[src/jdcal_pkg.sv]
`timescale 1ns / 1ps
// ----------------------------------------------------------------------------
// jdcal_pkg
// Shared constants, types and small tables for the day number converter.
// ----------------------------------------------------------------------------
package jdcal_pkg;

  localparam logic [22:0] JdFirst     = 23'd1721424;  // 1 January of year 1
  localparam logic [22:0] JdLast      = 23'd5373484;  // 31 December 9999
  localparam logic [22:0] JdGregorian = 23'd2299161;  // 15 October 1582
  localparam logic [22:0] JdAlphaBase = 23'd1867216;

  localparam logic [63:0] AsciiZero8  = 64'h3030303030303030;
  localparam logic [7:0]  AsciiZero   = 8'h30;

  // Valid bit and out-of-range flag travelling with each beat
  typedef struct packed {
    logic valid;
    logic oor;
  } tag_t;

  // Two ASCII digits of a value below 100
  function automatic logic [15:0] ascii_pair(input logic [6:0] v);
    logic [3:0] tens;
    logic [6:0] units;
    tens = 4'd0;
    for (int k = 1; k < 10; k++) begin
      if (v >= 7'(k * 10)) begin
        tens = 4'(k);
      end
    end
    units = v - 7'(7'(tens) * 7'd10);
    return {AsciiZero + 8'(tens), AsciiZero + 8'(units)};
  endfunction

  // floor(30.6001 * e)
  function automatic logic [8:0] month_offset(input logic [4:0] e);
    logic [8:0] r;
    unique case (e)
      5'd0:    r = 9'd0;
      5'd1:    r = 9'd30;
      5'd2:    r = 9'd61;
      5'd3:    r = 9'd91;
      5'd4:    r = 9'd122;
      5'd5:    r = 9'd153;
      5'd6:    r = 9'd183;
      5'd7:    r = 9'd214;
      5'd8:    r = 9'd244;
      5'd9:    r = 9'd275;
      5'd10:   r = 9'd306;
      5'd11:   r = 9'd336;
      5'd12:   r = 9'd367;
      5'd13:   r = 9'd397;
      5'd14:   r = 9'd428;
      5'd15:   r = 9'd459;
      5'd16:   r = 9'd489;
      default: r = 9'd0;
    endcase
    return r;
  endfunction

endpackage

[src/jdcal_front.sv]
`timescale 1ns / 1ps
// ----------------------------------------------------------------------------
// jdcal_front
// Range check and Gregorian century correction (alpha), three stages.
// ----------------------------------------------------------------------------
module jdcal_front (
  input  logic             clk_i,
  input  logic             rst_ni,
  input  logic             valid_i,
  input  logic [22:0]      jd_i,
  output jdcal_pkg::tag_t  tag_o,
  output logic [22:0]      jd_o,
  output logic             greg_o,
  output logic [6:0]       alpha_o
);

  localparam logic [22:0] JdAlphaBaseL = jdcal_pkg::JdAlphaBase;

  jdcal_pkg::tag_t tag1_q, tag2_q, tag3_q;
  logic [22:0] jd1_q, jd2_q, jd3_q;
  logic        greg1_q, greg2_q, greg3_q;
  logic [23:0] xa1_q, xa2_q;
  logic [6:0]  qa2_q, alpha3_q;

  logic [23:0] xa1_d;
  logic [30:0] pa2;
  logic [23:0] ra3;
  logic [6:0]  alpha3_d;

  // 4*(J - base) - 1, only meaningful on the Gregorian side
  assign xa1_d = 24'({jd_i - JdAlphaBaseL, 2'b00} - 25'd1);

  // Reciprocal of 146097 over 2^24; the estimate is low by at most one
  assign pa2 = 31'(xa1_q) * 31'd114;

  always_comb begin
    ra3      = xa2_q - 24'(24'(qa2_q) * 24'd146097);
    alpha3_d = (ra3 >= 24'd146097) ? qa2_q + 7'd1 : qa2_q;
  end

  always_ff @(posedge clk_i or negedge rst_ni) begin
    if (!rst_ni) begin
      tag1_q <= '0;
      tag2_q <= '0;
      tag3_q <= '0;
    end else begin
      tag1_q.valid <= valid_i;
      tag1_q.oor   <= (jd_i < jdcal_pkg::JdFirst) || (jd_i > jdcal_pkg::JdLast);
      tag2_q       <= tag1_q;
      tag3_q       <= tag2_q;
    end
  end

  always_ff @(posedge clk_i) begin
    jd1_q    <= jd_i;
    greg1_q  <= (jd_i >= jdcal_pkg::JdGregorian);
    xa1_q    <= xa1_d;
    jd2_q    <= jd1_q;
    greg2_q  <= greg1_q;
    xa2_q    <= xa1_q;
    qa2_q    <= pa2[30:24];
    jd3_q    <= jd2_q;
    greg3_q  <= greg2_q;
    alpha3_q <= alpha3_d;
  end

  assign tag_o   = tag3_q;
  assign jd_o    = jd3_q;
  assign greg_o  = greg3_q;
  assign alpha_o = alpha3_q;

endmodule

[src/jdcal_core.sv]
`timescale 1ns / 1ps
// ----------------------------------------------------------------------------
// jdcal_core
// Century, day-of-year and month split, seven stages, binary date out.
// ----------------------------------------------------------------------------
module jdcal_core (
  input  logic             clk_i,
  input  logic             rst_ni,
  input  jdcal_pkg::tag_t  tag_i,
  input  logic [22:0]      jd_i,
  input  logic             greg_i,
  input  logic [6:0]       alpha_i,
  output jdcal_pkg::tag_t  tag_o,
  output logic [13:0]      year_o,
  output logic [3:0]       month_o,
  output logic [4:0]       day_o
);

  jdcal_pkg::tag_t tag4_q, tag5_q, tag6_q, tag7_q, tag8_q, tag9_q, tag10_q;

  logic [22:0] b4_q, b5_q, b6_q;
  logic [29:0] xc4_q, xc5_q;
  logic [13:0] qc5_q, c6_q, c7_q, c8_q, c9_q;
  logic [8:0]  diff7_q, diff8_q, diff9_q;
  logic [4:0]  qe8_q, e9_q;
  logic [13:0] year10_q;
  logic [3:0]  month10_q;
  logic [4:0]  day10_q;

  logic [22:0] a4, b4;
  logic [29:0] xc4;
  logic [44:0] pc5;
  logic [29:0] rc6;
  logic [13:0] c6_d;
  logic [22:0] d7;
  logic [8:0]  diff7_d;
  logic [28:0] pe8;
  logic [23:0] xe9, re9;
  logic [4:0]  e9_d;
  logic [8:0]  day10;
  logic [4:0]  m10;
  logic [13:0] y10;

  always_comb begin
    a4  = greg_i ? jd_i + 23'd1 + 23'(alpha_i) - 23'(alpha_i[6:2]) : jd_i;
    b4  = a4 + 23'd1524;
    xc4 = 30'(b4) * 30'd100 - 30'd12210;
  end

  // Reciprocal of 36525 over 2^30, corrected in the next stage
  assign pc5 = 45'(xc4_q) * 45'd29397;

  always_comb begin
    rc6  = xc5_q - 30'(30'(qc5_q) * 30'd36525);
    c6_d = (rc6 >= 30'd36525) ? qc5_q + 14'd1 : qc5_q;
  end

  always_comb begin
    d7      = 23'(23'(c6_q) * 23'd365) + 23'(c6_q[13:2]);
    diff7_d = (b6_q >= d7) ? 9'(b6_q - d7) : 9'd0;
  end

  // 10000 * 54 folds the scale and the reciprocal of 306001 over 2^24
  assign pe8 = 29'(diff7_q) * 29'd540000;

  always_comb begin
    xe9  = 24'(diff8_q) * 24'd10000;
    re9  = xe9 - 24'(24'(qe8_q) * 24'd306001);
    e9_d = (re9 >= 24'd306001) ? qe8_q + 5'd1 : qe8_q;
  end

  always_comb begin
    day10 = diff9_q - jdcal_pkg::month_offset(e9_q);
    m10   = (e9_q >= 5'd1) ? e9_q - 5'd1 : 5'd0;
    if (m10 > 5'd12) begin
      m10 = m10 - 5'd12;
    end
    y10 = (c9_q >= 14'd4715) ? c9_q - 14'd4715 : 14'd0;
    if (m10 > 5'd2 && y10 != 14'd0) begin
      y10 = y10 - 14'd1;
    end
  end

  always_ff @(posedge clk_i or negedge rst_ni) begin
    if (!rst_ni) begin
      tag4_q  <= '0;
      tag5_q  <= '0;
      tag6_q  <= '0;
      tag7_q  <= '0;
      tag8_q  <= '0;
      tag9_q  <= '0;
      tag10_q <= '0;
    end else begin
      tag4_q  <= tag_i;
      tag5_q  <= tag4_q;
      tag6_q  <= tag5_q;
      tag7_q  <= tag6_q;
      tag8_q  <= tag7_q;
      tag9_q  <= tag8_q;
      tag10_q <= tag9_q;
    end
  end

  always_ff @(posedge clk_i) begin
    b4_q      <= b4;
    xc4_q     <= xc4;
    b5_q      <= b4_q;
    xc5_q     <= xc4_q;
    qc5_q     <= pc5[43:30];
    b6_q      <= b5_q;
    c6_q      <= c6_d;
    c7_q      <= c6_q;
    diff7_q   <= diff7_d;
    c8_q      <= c7_q;
    diff8_q   <= diff7_q;
    qe8_q     <= pe8[28:24];
    c9_q      <= c8_q;
    diff9_q   <= diff8_q;
    e9_q      <= e9_d;
    year10_q  <= y10;
    month10_q <= m10[3:0];
    day10_q   <= day10[4:0];
  end

  assign tag_o   = tag10_q;
  assign year_o  = year10_q;
  assign month_o = month10_q;
  assign day_o   = day10_q;

endmodule

[src/jdcal_fmt.sv]
`timescale 1ns / 1ps
// ----------------------------------------------------------------------------
// jdcal_fmt
// Year split into hundreds and ASCII formatting, three stages.
// ----------------------------------------------------------------------------
module jdcal_fmt (
  input  logic             clk_i,
  input  logic             rst_ni,
  input  jdcal_pkg::tag_t  tag_i,
  input  logic [13:0]      year_i,
  input  logic [3:0]       month_i,
  input  logic [4:0]       day_i,
  output logic             done_o,
  output logic [13:0]      year_o,
  output logic [3:0]       month_o,
  output logic [4:0]       day_of_month_o,
  output logic [63:0]      ascii_date_o,
  output logic             out_of_range_o
);

  jdcal_pkg::tag_t tag11_q, tag12_q;
  logic            done13_q;

  logic [13:0] year11_q, year12_q, year13_q;
  logic [3:0]  month11_q, month12_q, month13_q;
  logic [4:0]  day11_q, day12_q, day13_q;
  logic [7:0]  yhi11_q;
  logic [6:0]  yhi12_q, ylo12_q;
  logic [63:0] ascii13_q;
  logic        oor13_q;

  logic [21:0] py11;
  logic [13:0] r12;
  logic [6:0]  yhi12_d, ylo12_d;

  // Reciprocal of 100 over 2^14, low by at most one
  assign py11 = 22'(year_i) * 22'd163;

  always_comb begin
    r12 = year11_q - 14'(14'(yhi11_q) * 14'd100);
    if (r12 >= 14'd100) begin
      yhi12_d = 7'(yhi11_q) + 7'd1;
      ylo12_d = 7'(r12 - 14'd100);
    end else begin
      yhi12_d = 7'(yhi11_q);
      ylo12_d = 7'(r12);
    end
  end

  always_ff @(posedge clk_i or negedge rst_ni) begin
    if (!rst_ni) begin
      tag11_q  <= '0;
      tag12_q  <= '0;
      done13_q <= 1'b0;
    end else begin
      tag11_q  <= tag_i;
      tag12_q  <= tag11_q;
      done13_q <= tag12_q.valid;
    end
  end

  always_ff @(posedge clk_i) begin
    year11_q  <= year_i;
    month11_q <= month_i;
    day11_q   <= day_i;
    yhi11_q   <= py11[21:14];
    year12_q  <= year11_q;
    month12_q <= month11_q;
    day12_q   <= day11_q;
    yhi12_q   <= yhi12_d;
    ylo12_q   <= ylo12_d;
    oor13_q   <= tag12_q.oor;
    // Zero the date for day numbers outside years 1 to 9999
    if (tag12_q.oor) begin
      year13_q  <= '0;
      month13_q <= '0;
      day13_q   <= '0;
      ascii13_q <= jdcal_pkg::AsciiZero8;
    end else begin
      year13_q  <= year12_q;
      month13_q <= month12_q;
      day13_q   <= day12_q;
      ascii13_q <= {jdcal_pkg::ascii_pair(yhi12_q),
                    jdcal_pkg::ascii_pair(ylo12_q),
                    jdcal_pkg::ascii_pair({3'b000, month12_q}),
                    jdcal_pkg::ascii_pair({2'b00, day12_q})};
    end
  end

  assign done_o         = done13_q;
  assign year_o         = year13_q;
  assign month_o        = month13_q;
  assign day_of_month_o = day13_q;
  assign ascii_date_o   = ascii13_q;
  assign out_of_range_o = oor13_q;

endmodule

[src/julian_day_to_calendar_date_unit.sv]
`timescale 1ns / 1ps
// ----------------------------------------------------------------------------
// julian_day_to_calendar_date_unit
// Julian day number to calendar date, binary and ASCII yyyymmdd.
// ----------------------------------------------------------------------------
// Usage:
//   Drive julian_day_i and raise start for one cycle per beat. busy is tied
//   low: the unit takes a new day number in every cycle.
//   Each beat gives exactly one result: done_o is high for
//   one cycle with year_o, month_o, day_of_month_o, ascii_date_o and
//   out_of_range_o valid in that cycle. Results leave in input order, one
//   per cycle at full rate.
//   Day numbers from 2299161 onward follow the Gregorian calendar, earlier
//   ones the Julian calendar. Outside years 1 to 9999 out_of_range_o is set,
//   the binary fields read zero and ascii_date_o reads "00000000".
//   Latency and rate are set by the 13-stage pipeline: three stages for the
//   century correction, seven for the month split and three for formatting.
//   Reset clears the valid bits of every stage, so no done_o follows reset
//   until a new beat is taken. The receiver cannot stall the unit; a result
//   not taken in its done_o cycle is gone.
// ----------------------------------------------------------------------------
module julian_day_to_calendar_date_unit (
  input  logic        clk_i,
  input  logic        rst_ni,
  input  logic        start,
  output logic        busy,
  input  logic [22:0] julian_day_i,
  output logic        done_o,
  output logic [13:0] year_o,
  output logic [3:0]  month_o,
  output logic [4:0]  day_of_month_o,
  output logic [63:0] ascii_date_o,
  output logic        out_of_range_o
);

  jdcal_pkg::tag_t front_tag, core_tag;
  logic [22:0] front_jd;
  logic        front_greg;
  logic [6:0]  front_alpha;
  logic [13:0] core_year;
  logic [3:0]  core_month;
  logic [4:0]  core_day;

  assign busy = 1'b0;

  jdcal_front u_front (
    .clk_i   (clk_i),
    .rst_ni  (rst_ni),
    .valid_i (start),
    .jd_i    (julian_day_i),
    .tag_o   (front_tag),
    .jd_o    (front_jd),
    .greg_o  (front_greg),
    .alpha_o (front_alpha)
  );

  jdcal_core u_core (
    .clk_i   (clk_i),
    .rst_ni  (rst_ni),
    .tag_i   (front_tag),
    .jd_i    (front_jd),
    .greg_i  (front_greg),
    .alpha_i (front_alpha),
    .tag_o   (core_tag),
    .year_o  (core_year),
    .month_o (core_month),
    .day_o   (core_day)
  );

  jdcal_fmt u_fmt (
    .clk_i          (clk_i),
    .rst_ni         (rst_ni),
    .tag_i          (core_tag),
    .year_i         (core_year),
    .month_i        (core_month),
    .day_i          (core_day),
    .done_o         (done_o),
    .year_o         (year_o),
    .month_o        (month_o),
    .day_of_month_o (day_of_month_o),
    .ascii_date_o   (ascii_date_o),
    .out_of_range_o (out_of_range_o)
  );

endmodule

[config.mk]
export PLATFORM = sky130hd
export DESIGN_NAME = julian_day_to_calendar_date_unit
export DESIGN_NICKNAME = d
export VERILOG_FILES = /design/src/jdcal_pkg.sv /design/src/jdcal_front.sv /design/src/jdcal_core.sv /design/src/jdcal_fmt.sv /design/src/julian_day_to_calendar_date_unit.sv
export SDC_FILE = /design/constraint.sdc
export NUM_CORES = 2
export LEC_CHECK = 0
export BUFFER_PORTS_ARGS = -buffer_cell sky130_fd_sc_hd__buf_4
export CORE_MARGIN = 2
export CORE_UTILIZATION = 58
export DETAILED_ROUTE_END_ITERATION = 10
export PLACE_DENSITY = 0.78
export SYNTH_ARGS = -nofsm -noshare
export SYNTH_HDL_FRONTEND = slang
export SYNTH_SLANG_ARGS = --single-unit
[constraint.sdc]
create_clock -name clk_i -period 8.5 [get_ports clk_i]
set_clock_uncertainty 0.2 [all_clocks]
set_input_delay 0 -clock clk_i [delete_from_list [all_inputs] [get_ports clk_i]]
set_output_delay 0 -clock clk_i [all_outputs]
set_load 0.02 [all_outputs]
==> flow_summary.rst <==
.. list-table::
   :header-rows: 1

   * - Metric
     - Value
   * - Upper clock frequency limit
     - approximately 0.12 GHz
   * - Clock sink total
     - around 540
   * - Worst Path Arrival
     - about 8600 ps
   * - Worst-case clock buffer depth
     - 3
   * - Tightest Pin Transition
     - roughly 900 ps
   * - Worst setup path class
     - reg2reg
   * - Critical path launch point
     - u_core.diff8_q[0]
   * - Register bit count reported by yosys
     - between 500 and 600
   * - Family with the most delay on the worst path
     - adder cells
   * - Top post-synthesis cells by count
     - 948 x ha_1, 941 x inv_1, 531 x fa_1
   * - Global-route wire length before repair
     - 165,000 um
   * - CTS H-Tree Depth
     - 2
   * - Hold crit path type
     - in2reg
   * - Share of final-layout standard cells stronger than drive strength 1
     - 0.0639
   * - Master cell of the clock root buffer
     - clkbuf_16
   * - Worst rel slew slack
     - 0.405
   * - DRT Wirelength
     - a little under 100,000 um
   * - Worst R2R Start
     - u_core.diff8_q[0]
   * - Share of the yosys chip area belonging to registers
     - 0.223
   * - Syn Inst Count
     - between 4,000 and 5,000
   * - Area share of the leading cell type in the synthesized netlist
     - 0.241
   * - Setup violations, final
     - 0
   * - CP Max Fanout
     - 5
   * - Run status
     - complete, no violations
   * - Antenna violations before repair
     - 0
   * - Cells after DPL
     - about 6,000
   * - Post-DR vias/cell
     - around 5.3
   * - Core outline area
     - 83,800 sq um
   * - Top post-synthesis cells by area
     - ha_1 24%, fa_1 22%, dfxtp_1 21%
   * - Average routed wire per standard cell
     - 15.9 um
   * - Average cell area after synthesis
     - between 10 and 15 sq um
   * - Initial DRC Count
     - around 1,200
   * - Effective utilization at floorplan
     - 0.586
   * - Width of the die
     - about 300 um
   * - Nets@finish
     - approximately 6,600
   * - Max-slew violation count
     - 0
   * - Library cell contributing the largest single delay on the critical path
     - fa_1
   * - CTS tree
     - done
   * - Height of the die
     - ~300 um
   * - Post-route clock period utilization
     - 0.968
   * - Number of nets with antenna violations after detailed routing
     - 0
   * - Clk Latency, worst-skew pair
     - 660 ps
   * - Largest net degree at the start of global routing
     - 64
   * - DPL Wire Length
     - 79,600 um
   * - Post-route worst hold slack
     - 44.8 ps
   * - Buf/Inv on CP
     - 3
   * - Top-level I/O count
     - 116
   * - Total via count after detailed routing
     - roughly 33,000
   * - Startpoint kind of the worst setup timing path
     - flop
   * - Biggest cell delay along the critical path
     - about 540 ps
   * - Number of remaining DRC errors
     - 0
   * - Routability congestion estimate from global placement
     - between 0.9 and 1
   * - Clock transition at the register clock pins on the worst setup and hold paths after CTS
     - around 60 ps
   * - Final critical path time including I/O delays and setup
     - about 8000 ps
   * - Via count of the first global-routing pass
     - roughly 35,000
   * - Antenna diode count
     - 0
   * - Reported max-cap violation count
     - 0
   * - Port buffer count
     - 93
   * - Area growth from synthesis to layout
     - 9.93%
   * - Required time of the critical path
     - 8830 ps
   * - Die ar.
     - roughly 87,000 sq um
   * - Grt ovf
     - 0
   * - Number of synthesis warnings
     - 0
   * - Core Rows
     - between 100 and 150
   * - Hold violation count in the final report
     - 0
   * - Share of synthesized registers carrying an async set or reset
     - 0.0462
   * - Total standard cell area after synthesis
     - slightly below 50,000 sq um
   * - Distinct cells, synth
     - approximately 110
   * - Total track usage
     - 0.232
   * - EDFF count, synth
     - 0
   * - Dominant synthesized flop cell
     - dfxtp_1
   * - Most common cell in the synthesized netlist
     - ha_1
   * - Count of placed standard cells in the final layout, fillers left out
     - a little over 6,000
   * - Iteration count of the initial detailed-routing pass
     - 6
   * - TritonCTS Buffers
     - 59
   * - Crit path capture type
     - flop
   * - Yosys top cell by area
     - ha_1
   * - Startpoint of the lowest-slack hold path
     - julian_day_i[19]
worst reg2reg max path: cells and delay by family (launching register included):
kind | cells | cell delay (ps)
buffers and inverters | 3 | 190
adder cells (fa/ha/maj) | 10 | 3460
AO/OA/AOI/OAI | 13 | 2160
flip-flops | 1 | 370
XOR/XNOR | 3 | 480
AND/OR/NAND/NOR | 6 | 1280
worst paths after layout:
path / to / cells after the start / slack (ps)
worst max-delay path: flop / 35 / 270
worst min-delay path: u_front.xa1_q[22] / 4 / 40
worst max register to register: flop / 35 / 270
worst min register to register: u_core.c8_q[4] / 0 / 100
max in group asynchronous: u_core.tag6_q[0] / 4 / 7750
min in group asynchronous: u_core.tag_o[1] / 4 / 140
flip-flops by register name (all words and copies together), names as in the netlist, 8 cells and up, named ones only:
signal              count
u_core.qc5_q           14
u_core.c6_q            14
u_front.jd1_q          23
u_front.xa1_q          22
u_front.jd2_q          23
u_core.c9_q            14
u_fmt.year_o           14
u_core.year_o          14
u_front.jd_o           23
u_fmt.year11_q         14
u_fmt.year12_q         14
u_fmt.ascii_date_o     40
u_core.c8_q            14
u_core.b6_q            23
u_front.xa2_q          22
u_fmt.yhi11_q           8
u_core.b5_q            23
u_core.diff7_q          9
u_core.xc5_q           28
u_core.b4_q            23
u_core.diff8_q          9
u_core.c7_q            14
u_core.xc4_q           28
layout by cell type, fill, tap and decap left out, types with 26 or more instances in the layout:
cell,n
nand2b_1,52
nand2_1,150
ha_1,945
nor2_1,205
nor2b_1,60
xor2_1,107
dfxtp_1,515
o21a_1,33
buf_4,122
dlygate4sd3_1,52
a21o_1,101
xnor2_1,192
nand3_1,67
inv_1,941
nor3_1,69
o21ai_0,106
o21bai_1,26
clkbuf_16,61
nand4_1,26
fa_1,530
a21oi_1,189
a211oi_1,36
mux2i_1,26
and3_1,31
logic make-up after synthesis:
group | Yosys count | share of synthesized area
simple gates | 795 | 0.0826
flops | 541 | 0.223
other cells | 2 | 0.000153
mux | 34 | 0.00713
buf+inv | 1005 | 0.0789
compound gates | 691 | 0.0950
fa+ha+maj | 1481 | 0.458
xor+xnor | 305 | 0.0552
per-stage QoR:
step                area (sq um)  utilization  setup WS [ps]  setup TNS (ps)
floorplan                  49200            -            477               0
global placement           51200        0.611            117               0
detailed placement         51200        0.611           -169            -169
CTS                        53900        0.643           22.9               0
global route               54000        0.645           -114            -114
finish                     54000        0.645            272               0
area by class of cell:
cell class / instances / area [sq um]
well taps: 1134 / 1420
inverters: 942 / 3540
fillers: 6404 / 29800
clock inverters: 40 / 546
multi-input cells: 3328 / 34500
repair buffers: 175 / 1460
flip-flops and latches: 541 / 11000
clock buffers: 72 / 1630
timing repair:
item / in CTS / in global routing
buffers inserted: 0 / 3
endpoints found under the setup margin: 1 / 9
gates cloned: 0 / 0
pin swaps: 2 / 6
hold buffers: 53 / 0
resized for setup: 4 / 21
endpoints found under the hold margin: 73 / 0
routing by layer:
layer	GRT usage	vias to the layer above	wire, um
li1	-	16300	-
met1	0.274	16000	40600
met2	0.432	705	51000
met3	0.0244	249	3470
met4	0.0875	0	3690
met5	0	-	0
Power is left out: the tool's default activity adds up to more than one toggle a clock period on the data nets, which glitch-free logic cannot reach.
